`src/hw/rtl/aabb_pkg.sv`:
```
`default_nettype none
// ----------------------------------------------------------------------------
// aabb_pkg
// Shared types and constants for the collider table.
// ----------------------------------------------------------------------------
package aabb_pkg;

	localparam int TYPE_COUNT = 10;
	localparam logic [3:0] KIND_PLAYER_SHOT = 4'd3;

	localparam logic [1:0] OP_ADD   = 2'd0;
	localparam logic [1:0] OP_MARK  = 2'd1;
	localparam logic [1:0] OP_PURGE = 2'd2;
	localparam logic [1:0] OP_SCAN  = 2'd3;

	localparam logic [2:0] RK_ADD   = 3'd0;
	localparam logic [2:0] RK_MARK  = 3'd1;
	localparam logic [2:0] RK_PURGE = 3'd2;
	localparam logic [2:0] RK_PAIR  = 3'd3;
	localparam logic [2:0] RK_ROW   = 3'd4;

	localparam logic CFG_LOW  = 1'b0;
	localparam logic CFG_HIGH = 1'b1;

	localparam logic [49:0] FILTER_LOW_RST  = 50'd73742016763422;
	localparam logic [49:0] FILTER_HIGH_RST = 50'd357893184450566;

	typedef struct packed {
		logic signed [15:0] x;
		logic signed [15:0] y;
		logic [14:0]        w;
		logic [14:0]        h;
		logic [3:0]         kind;
		logic               owner;
	} entry_t;

	typedef struct packed {
		logic       hit;
		logic       notify_a;
		logic       notify_b;
		logic       b_first;
	} pair_t;

endpackage
`default_nettype wire

```
`src/hw/rtl/aabb_pair_collision_table.sv`:
```
// Add, mark and purge present their result in the cycle after acceptance;
// the next transaction is taken only once that result has left the output.
// Scan of a valid row i: slots above i are compared in turn, one pair report per
// hit, held under stall, then row done; an empty or out-of-range row: row done.
// Reset: arst_n clears valid/marked bits and control, loads the stock type mask;
// entry memory contents are undefined until written.
`default_nettype none
// ----------------------------------------------------------------------------
// aabb_pair_collision_table
// Collider table with add/mark/purge and sequenced row scans.
// ----------------------------------------------------------------------------
module aabb_pair_collision_table #(
	parameter int TABLE_SLOTS = 32
) (
	input  wire logic        clk,
	input  wire logic        arst_n,
	input  wire logic        s_tvalid,
	output logic             s_tready,
	// opcode[1:0], slot_index[6:2], rect_x[22:7], rect_y[38:23], rect_w[53:39],
	// rect_h[68:54], coll_kind[72:69], has_callback[73], zero[79:74]
	input  wire logic [79:0] s_tdata,
	output logic             m_tvalid,
	input  wire logic        m_tready,
	// slot_a[4:0], slot_b[9:5], table_full[10], slot_hit[11], notify_a[12],
	// notify_b[13], b_first[14], zero[15]
	output logic [15:0]      m_tdata,
	// result_kind[2:0]
	output logic [2:0]       m_tuser,
	output logic             m_tlast,
	input  wire logic        cfg_we,
	input  wire logic        cfg_index,
	input  wire logic [49:0] cfg_wdata
);
	localparam int IW = $clog2(TABLE_SLOTS);

	typedef enum logic [4:0] {
		ST_IDLE = 5'b00001,
		ST_ROWR = 5'b00010,
		ST_SCAN = 5'b00100,
		ST_OUT  = 5'b01000,
		ST_DONE = 5'b10000
	} state_t;

	state_t st_q;
	logic [49:0] flo_q, fhi_q;
	logic [TABLE_SLOTS-1:0] valid_q, marked_q;
	aabb_pkg::entry_t mem [TABLE_SLOTS];
	aabb_pkg::entry_t rd_q, row_q;
	logic [4:0] idx_q;
	logic [IW:0] k_q, kr_q;
	logic rdv_q;
	aabb_pkg::pair_t pr;
	logic [15:0] od_q;
	logic [2:0] ok_q;
	logic ol_q;
	logic ov_q;

	logic [1:0] op;
	logic [4:0] sidx;
	aabb_pkg::entry_t new_e;
	logic [IW:0] free_idx;
	logic accept;

	assign op = s_tdata[1:0];
	assign sidx = s_tdata[6:2];
	assign new_e = '{x: s_tdata[22:7], y: s_tdata[38:23], w: s_tdata[53:39],
		h: s_tdata[68:54], kind: s_tdata[72:69], owner: s_tdata[73]};
	assign s_tready = (st_q == ST_IDLE) && !ov_q;
	assign accept = s_tvalid && s_tready;
	assign m_tvalid = ov_q;
	assign m_tdata = od_q;
	assign m_tuser = ok_q;
	assign m_tlast = ol_q;

	always_comb begin
		free_idx = (IW+1)'(TABLE_SLOTS);
		for (int i = TABLE_SLOTS - 1; i >= 0; i--)
			if (!valid_q[i])
				free_idx = (IW+1)'(i);
	end

	aabb_pair_unit u_pair (
		.ea(row_q), .eb(rd_q), .filter_low(flo_q), .filter_high(fhi_q), .pair(pr)
	);

	always_ff @(posedge clk) begin
		if (accept && op == aabb_pkg::OP_ADD && free_idx < (IW+1)'(TABLE_SLOTS))
			mem[free_idx[IW-1:0]] <= new_e;
		rd_q <= mem[k_q[IW-1:0]];
	end

	always_ff @(posedge clk or negedge arst_n) begin
		if (!arst_n) begin
			st_q <= ST_IDLE;
			flo_q <= aabb_pkg::FILTER_LOW_RST;
			fhi_q <= aabb_pkg::FILTER_HIGH_RST;
			valid_q <= '0;
			marked_q <= '0;
			ov_q <= 1'b0;
			rdv_q <= 1'b0;
			idx_q <= '0;
			k_q <= '0;
			kr_q <= '0;
			row_q <= '0;
			od_q <= '0;
			ok_q <= '0;
			ol_q <= 1'b0;
		end else begin
			if (cfg_we) begin
				if (cfg_index == aabb_pkg::CFG_LOW)
					flo_q <= cfg_wdata;
				else
					fhi_q <= cfg_wdata;
			end
			if (ov_q && m_tready)
				ov_q <= 1'b0;
			case (st_q)
				ST_IDLE: begin
					if (accept) begin
						idx_q <= sidx;
						case (op)
							aabb_pkg::OP_ADD: begin
								ov_q <= 1'b1; ol_q <= 1'b1; ok_q <= aabb_pkg::RK_ADD;
								if (free_idx < (IW+1)'(TABLE_SLOTS)) begin
									valid_q[free_idx[IW-1:0]] <= 1'b1;
									marked_q[free_idx[IW-1:0]] <= 1'b0;
									od_q <= {11'b0, 5'(free_idx)};
								end else
									od_q <= {5'b0, 1'b1, 10'b0};
							end
							aabb_pkg::OP_MARK: begin
								ov_q <= 1'b1; ol_q <= 1'b1; ok_q <= aabb_pkg::RK_MARK;
								if (6'(sidx) < 6'(TABLE_SLOTS) && valid_q[sidx[IW-1:0]]) begin
									marked_q[sidx[IW-1:0]] <= 1'b1;
									od_q <= {4'b0, 1'b1, 6'b0, sidx};
								end else
									od_q <= {11'b0, sidx};
							end
							aabb_pkg::OP_PURGE: begin
								ov_q <= 1'b1; ol_q <= 1'b1; ok_q <= aabb_pkg::RK_PURGE;
								od_q <= '0;
								valid_q <= valid_q & ~marked_q;
								marked_q <= '0;
							end
							default: begin
								k_q <= (IW+1)'(sidx);
								if (6'(sidx) < 6'(TABLE_SLOTS) && valid_q[sidx[IW-1:0]])
									st_q <= ST_ROWR;
								else
									st_q <= ST_DONE;
							end
						endcase
					end
				end
				ST_ROWR: begin
					k_q <= k_q + 1'b1;
					rdv_q <= 1'b0;
					st_q <= ST_SCAN;
				end
				ST_SCAN: begin
					if (!rdv_q) begin
						row_q <= rd_q;
						rdv_q <= 1'b1;
						kr_q <= k_q;
						if (k_q >= (IW+1)'(TABLE_SLOTS))
							st_q <= ST_DONE;
						else
							k_q <= k_q + 1'b1;
					end else begin
						kr_q <= k_q;
						if (valid_q[kr_q[IW-1:0]] && pr.hit) begin
							ov_q <= 1'b1; ol_q <= 1'b0; ok_q <= aabb_pkg::RK_PAIR;
							od_q <= {1'b0, pr.b_first, pr.notify_b, pr.notify_a, 2'b00,
								5'(kr_q), idx_q};
							st_q <= ST_OUT;
						end else if (k_q >= (IW+1)'(TABLE_SLOTS))
							st_q <= ST_DONE;
						else
							k_q <= k_q + 1'b1;
					end
				end
				// kr_q already names the next partner and rd_q holds its entry
				ST_OUT: begin
					if (ov_q && m_tready) begin
						if (kr_q >= (IW+1)'(TABLE_SLOTS))
							st_q <= ST_DONE;
						else begin
							k_q <= kr_q + 1'b1;
							st_q <= ST_SCAN;
						end
					end
				end
				ST_DONE: begin
					if (!ov_q || m_tready) begin
						ov_q <= 1'b1; ol_q <= 1'b1; ok_q <= aabb_pkg::RK_ROW;
						od_q <= {11'b0, idx_q};
						st_q <= ST_IDLE;
					end
				end
				default: st_q <= ST_IDLE;
			endcase
		end
	end
endmodule
`default_nettype wire

```
`src/hw/rtl/aabb_pair_unit.sv`:
```
`default_nettype none
// ----------------------------------------------------------------------------
// aabb_pair_unit
// Shared overlap and type-mask decision for one slot pair.
// ----------------------------------------------------------------------------
module aabb_pair_unit (
	input  wire aabb_pkg::entry_t ea,
	input  wire aabb_pkg::entry_t eb,
	input  wire logic [49:0]      filter_low,
	input  wire logic [49:0]      filter_high,
	output aabb_pkg::pair_t       pair
);
	logic signed [17:0] ax0, ax1, bx0, bx1, ay0, ay1, by0, by1;
	logic ovl, rab, rba;

	function automatic logic reacts(input logic [3:0] r, input logic [3:0] c,
		input logic [49:0] lo, input logic [49:0] hi);
		logic [49:0] reg_v;
		logic [3:0]  rr;
		logic [5:0]  pos;
		begin
			reg_v = (r < 4'd5) ? lo : hi;
			rr = (r < 4'd5) ? r : r - 4'd5;
			pos = 6'(rr) * 6'd10 + 6'(c);
			if (r > 4'd9 || c > 4'd9)
				reacts = 1'b0;
			else
				reacts = reg_v[pos];
		end
	endfunction

	always_comb begin
		ax0 = 18'(ea.x);
		ax1 = 18'(ea.x) + $signed({3'b0, ea.w});
		ay0 = 18'(ea.y);
		ay1 = 18'(ea.y) + $signed({3'b0, ea.h});
		bx0 = 18'(eb.x);
		bx1 = 18'(eb.x) + $signed({3'b0, eb.w});
		by0 = 18'(eb.y);
		by1 = 18'(eb.y) + $signed({3'b0, eb.h});
		ovl = (ax0 < bx1) && (ax1 > bx0) && (ay0 < by1) && (ay1 > by0);
		rab = reacts(ea.kind, eb.kind, filter_low, filter_high) && ea.owner;
		rba = reacts(eb.kind, ea.kind, filter_low, filter_high) && eb.owner;
		pair.hit = ovl && (rab || rba);
		pair.notify_a = rab;
		pair.notify_b = rab ? eb.owner : 1'b1;
		pair.b_first = rab && eb.owner && (ea.kind == aabb_pkg::KIND_PLAYER_SHOT);
	end
endmodule
`default_nettype wire

```
`config.mk`:
```
export PLATFORM = sky130hd
export DESIGN_NAME = aabb_pair_collision_table
export DESIGN_NICKNAME = d
export VERILOG_FILES = /design/src/hw/rtl/aabb_pkg.sv /design/src/hw/rtl/aabb_pair_collision_table.sv /design/src/hw/rtl/aabb_pair_unit.sv
export SDC_FILE = /design/constraint.sdc
export NUM_CORES = 2
export LEC_CHECK = 0
export BUFFER_PORTS_ARGS = -buffer_cell sky130_fd_sc_hd__buf_4
export CAP_MARGIN = 20
export CORE_ASPECT_RATIO = 1.4
export CORE_MARGIN = 4
export CORE_UTILIZATION = 50
export CTS_CLUSTER_DIAMETER = 60
export DETAILED_ROUTE_END_ITERATION = 16
export PLACE_DENSITY = 0.64
export SETUP_SLACK_MARGIN = 0.15
export SYNTH_ARGS = -nofsm -noshare
export SYNTH_HDL_FRONTEND = slang
export SYNTH_HIERARCHICAL = 1
export SYNTH_SLANG_ARGS = --single-unit
```
`constraint.sdc`:
```
create_clock -name clk -period 20.9 [get_ports clk]
set_input_delay 2.09 -clock clk [delete_from_list [all_inputs] [get_ports clk]]
set_output_delay 2.09 -clock clk [all_outputs]
set_load 0.01 [all_outputs]
```
==> results_dict.tcl <==
set metrics [dict create \
    grt_max_degree 157 \
    final.setup_skew_ns 0.0706 \
    worst_pin_slew_ns 1.15 \
    clock-sinks 2485 \
    cts-buffers-inserted 235 \
    clkTransAtPathRegs_ns 0.06 \
    relSlewSlack_pct 23.6 \
    critPathKind "flop to flop" \
    rsz0062_at_grt "false" \
    ir_worst_vdd_mv 0.135 \
    syn_avg_cell_area_um2 20.4 \
    fmax_ghz 0.149 \
    synth-edff-count 2144 \
    post-cts-setup-buffers 0 \
    clkLatencyLatePin_ns 0.90 \
    postSynthCellCount 4998 \
    cts_tree "yes" \
    row_count 195 \
    nNetsFinal 5530 \
    die-area_um2 211000 \
    die_w_um 389 \
    synthToLayoutAreaGrowth_pct 12.1 \
    finalSetupTns_ns 0 \
    ys.flop_type "edfxtp_1" \
    drt_wl_total_um 252000 \
    h-tree-depth 4 \
    routed_via_density 6.30 \
    hold_violations 0 \
    core_area_um2 202000 \
    syn_nets 5288 \
    cts_resized 0 \
    fin_crit_sh_pct 32.2 \
    cap_violations 0 \
    worst-endpoint-arrival_ns 7.50 \
    numPortBuffers 150 \
    place_hpwl_um 133000 \
    synthArstFlopShare_pct 11.0 \
    cp-end-kind "flop" \
    p_leak_nw 38.2 \
    setup_viol_count_final 0 \
    synth.distinct_cells 96 \
    overflow 0 \
    drtAntennaViolNets 0 \
    cts.path.max_buffers 4 \
    ys_seq_area_share_pct 71.3 \
    critPathMaxFanout 34 \
    worst_setup_path_start_kind "flop" \
    grt_pass1_wl_um 367000 \
    hp-class "flop to flop" \
    dr.pass1.iters 5 \
    grt_pass1_vias 52282 \
    min_period_ns 6.72 \
    yosysWarnings 6 \
    power_per_cell_area_nw_per_um2 126 \
    setup_ws_ns 14.18 \
    syn_area_um2 102000 \
    vias 51032 \
    outcome "finished clean" \
    dieHeight_um 542 \
    layout-drive-gt1-share_pct 31.1 \
    gp_congestion 0.889 \
    hold_buffers 0 \
    route.detailed.drc 0 \
    required_ns 21.68 \
    fillers 15108 \
    wl_per_cell_um 31.1 \
    ys_ff_latch 2485 \
    num_io_pins 158 \
    drtIter0Drc 4961 \
    antenna_found_initial 16 \
    drv_slew 0 \
    start_util_pct 50.4 \
    preCtsSetupSlack_ns 14.09 \
    grtUsageTotal_pct 23.9 \
    r2r_slack_ns 14.18 \
    root_buffer "clkbuf_16" \
]
[path summary, 6_finish.rpt]
check | depth (start not counted) | startpoint | to
min in group asynchronous | 1 | arst_n | fhi_q[10]
min reg2reg | 1 | m_tdata[5] | m_tdata[5]
max in group asynchronous | 2 | arst_n | k_q[4]
max reg2reg | 21 | rd_q[1] | m_tdata[4]
min | 1 | m_tdata[5] | m_tdata[5]
max | 21 | rd_q[1] | m_tdata[4]
[synthesized netlist by cell type, drive strengths merged, types with 7 or more instances]
cell / n / area (um^2)
edfxtp: 2144 / 64400
mux4: 728 / 16500
mux2: 264 / 2990
dfrtp: 238 / 5960
ha: 148 / 1850
clkbuf: 133 / 499
nand2: 133 / 499
buf: 122 / 574
a21oi: 97 / 485
inv: 95 / 357
nor2: 89 / 339
o21ai: 71 / 355
dfxtp: 67 / 1340
nor3: 50 / 255
xnor2: 47 / 412
a31oi: 39 / 244
dfstp: 36 / 946
nand3: 36 / 180
nand4: 33 / 206
a21o: 27 / 203
nor2b: 23 / 159
xor2: 20 / 175
nand2b: 19 / 119
o31ai: 19 / 143
and3: 18 / 113
and2: 17 / 106
mux2i: 17 / 170
a32o: 16 / 160
nor4: 16 / 128
a22oi: 15 / 113
a31o: 15 / 131
or3: 15 / 93.8
a211o: 13 / 114
a211oi: 13 / 97.6
o21a: 12 / 97.6
a22o: 11 / 96.3
a311oi: 11 / 96.3
nor3b: 11 / 87.6
or2: 10 / 62.6
o211ai: 8 / 65.1
a21boi: 7 / 52.6
or4: 7 / 52.6
[final cells by class]
type,instances,area (um^2),share of cell area (%)
Clock buffer,298,6280,5.50
Tap cell,2659,3330,2.91
Inverter,97,364,0.319
Multi-Input combinational cell,2161,28000,24.5
Sequential cell,2485,72600,63.6
Antenna cell,8,20.0,0.0175
Timing Repair Buffer,260,2120,1.85
Clock inverter,133,1430,1.25
[critical path, stage by stage, from the launching register on]
cell       delay [ns]
dfxtp_1          0.30
buf_4            0.43
inv_1            0.19
ha_1             0.31
nor2b_4          0.14
or2_2            0.11
buf_4            0.46
nand2_1          0.09
a21boi_0         0.19
inv_1            0.15
fa_1             0.51
nand3b_1         0.29
a21oi_1          0.07
a221o_1          0.38
nor4_1           0.48
o31a_1           0.21
o211ai_1         0.20
a2111oi_2        0.62
nand2_1          0.20
o21a_4           0.29
or2_1            0.54
mux2_4           0.42
[state kept, by name, summed over array words and instances (netlist names)]
register	cells
st_q	5
rd_q	67
row_q	67
valid_q	32
m_tlast	1
m_tdata	15
m_tuser	3
kr_q	6
m_tvalid	1
k_q	6
marked_q	32
flo_q	50
mem	2144
fhi_q	50
rdv_q	1
idx_q	5
[routing by layer]
layer / up-vias / part of all wire (%) / global-route usage, % / routed length (um)
li1: 21267 / - / - / -
met4: 6 / 2.9 / 6.76 / 7360
met2: 1833 / 51 / 40.7 / 128000
met3: 407 / 6.3 / 3.50 / 16000
met1: 27519 / 40 / 32.6 / 101000
met5: - / 0.016 / 0 / 41
[placed cells by master (no fill, tap or decap), drive strengths merged, types with 89 or more instances in the layout]
master  instances
edfxtp       2144
mux4          728
clkbuf        298
mux2          264
buf           260
dfrtp         238
ha            148
nand2         133
inv           101
a21oi          97
clkinv         93
nor2           89
[stage by stage]
stage	area [um^2]	hold slack, ns	utilization, %	instances	power (mW)
floorplan	102000	0.463	-	4998	8.96
global placement	106000	0.485	52.7	7661	10.2
detailed placement	106000	0.489	52.7	7661	10.3
CTS	114000	0.505	56.5	8092	14.5
global route	114000	0.511	56.5	8096	15.0
finish	114000	0.498	56.5	8101	14.4
[where the power goes]
group / leakage [nW] / internal, mW / switching [mW]
clock network: 3.76 / 2.45 / 1.83
registers: 23.3 / 5.57 / 0.253
logic: 11.1 / 2.11 / 2.17
total: 38.2 / 10.1 / 4.25
[logic make-up (layout without fill, tap and decap cells)]
group | count (synthesis) | count (layout) | synth area share (%)
xor+xnor | 67 | 67 | 0.576
compound gates | 432 | 432 | 2.95
mux | 1009 | 1009 | 19.3
simple gates | 498 | 498 | 2.53
other cells | 1 | 9 | 0.00368
fa+ha+maj | 154 | 154 | 1.94
buf+inv | 352 | 788 | 1.41
flops | 2485 | 2485 | 71.3
(Power assumes the default switching activity.)
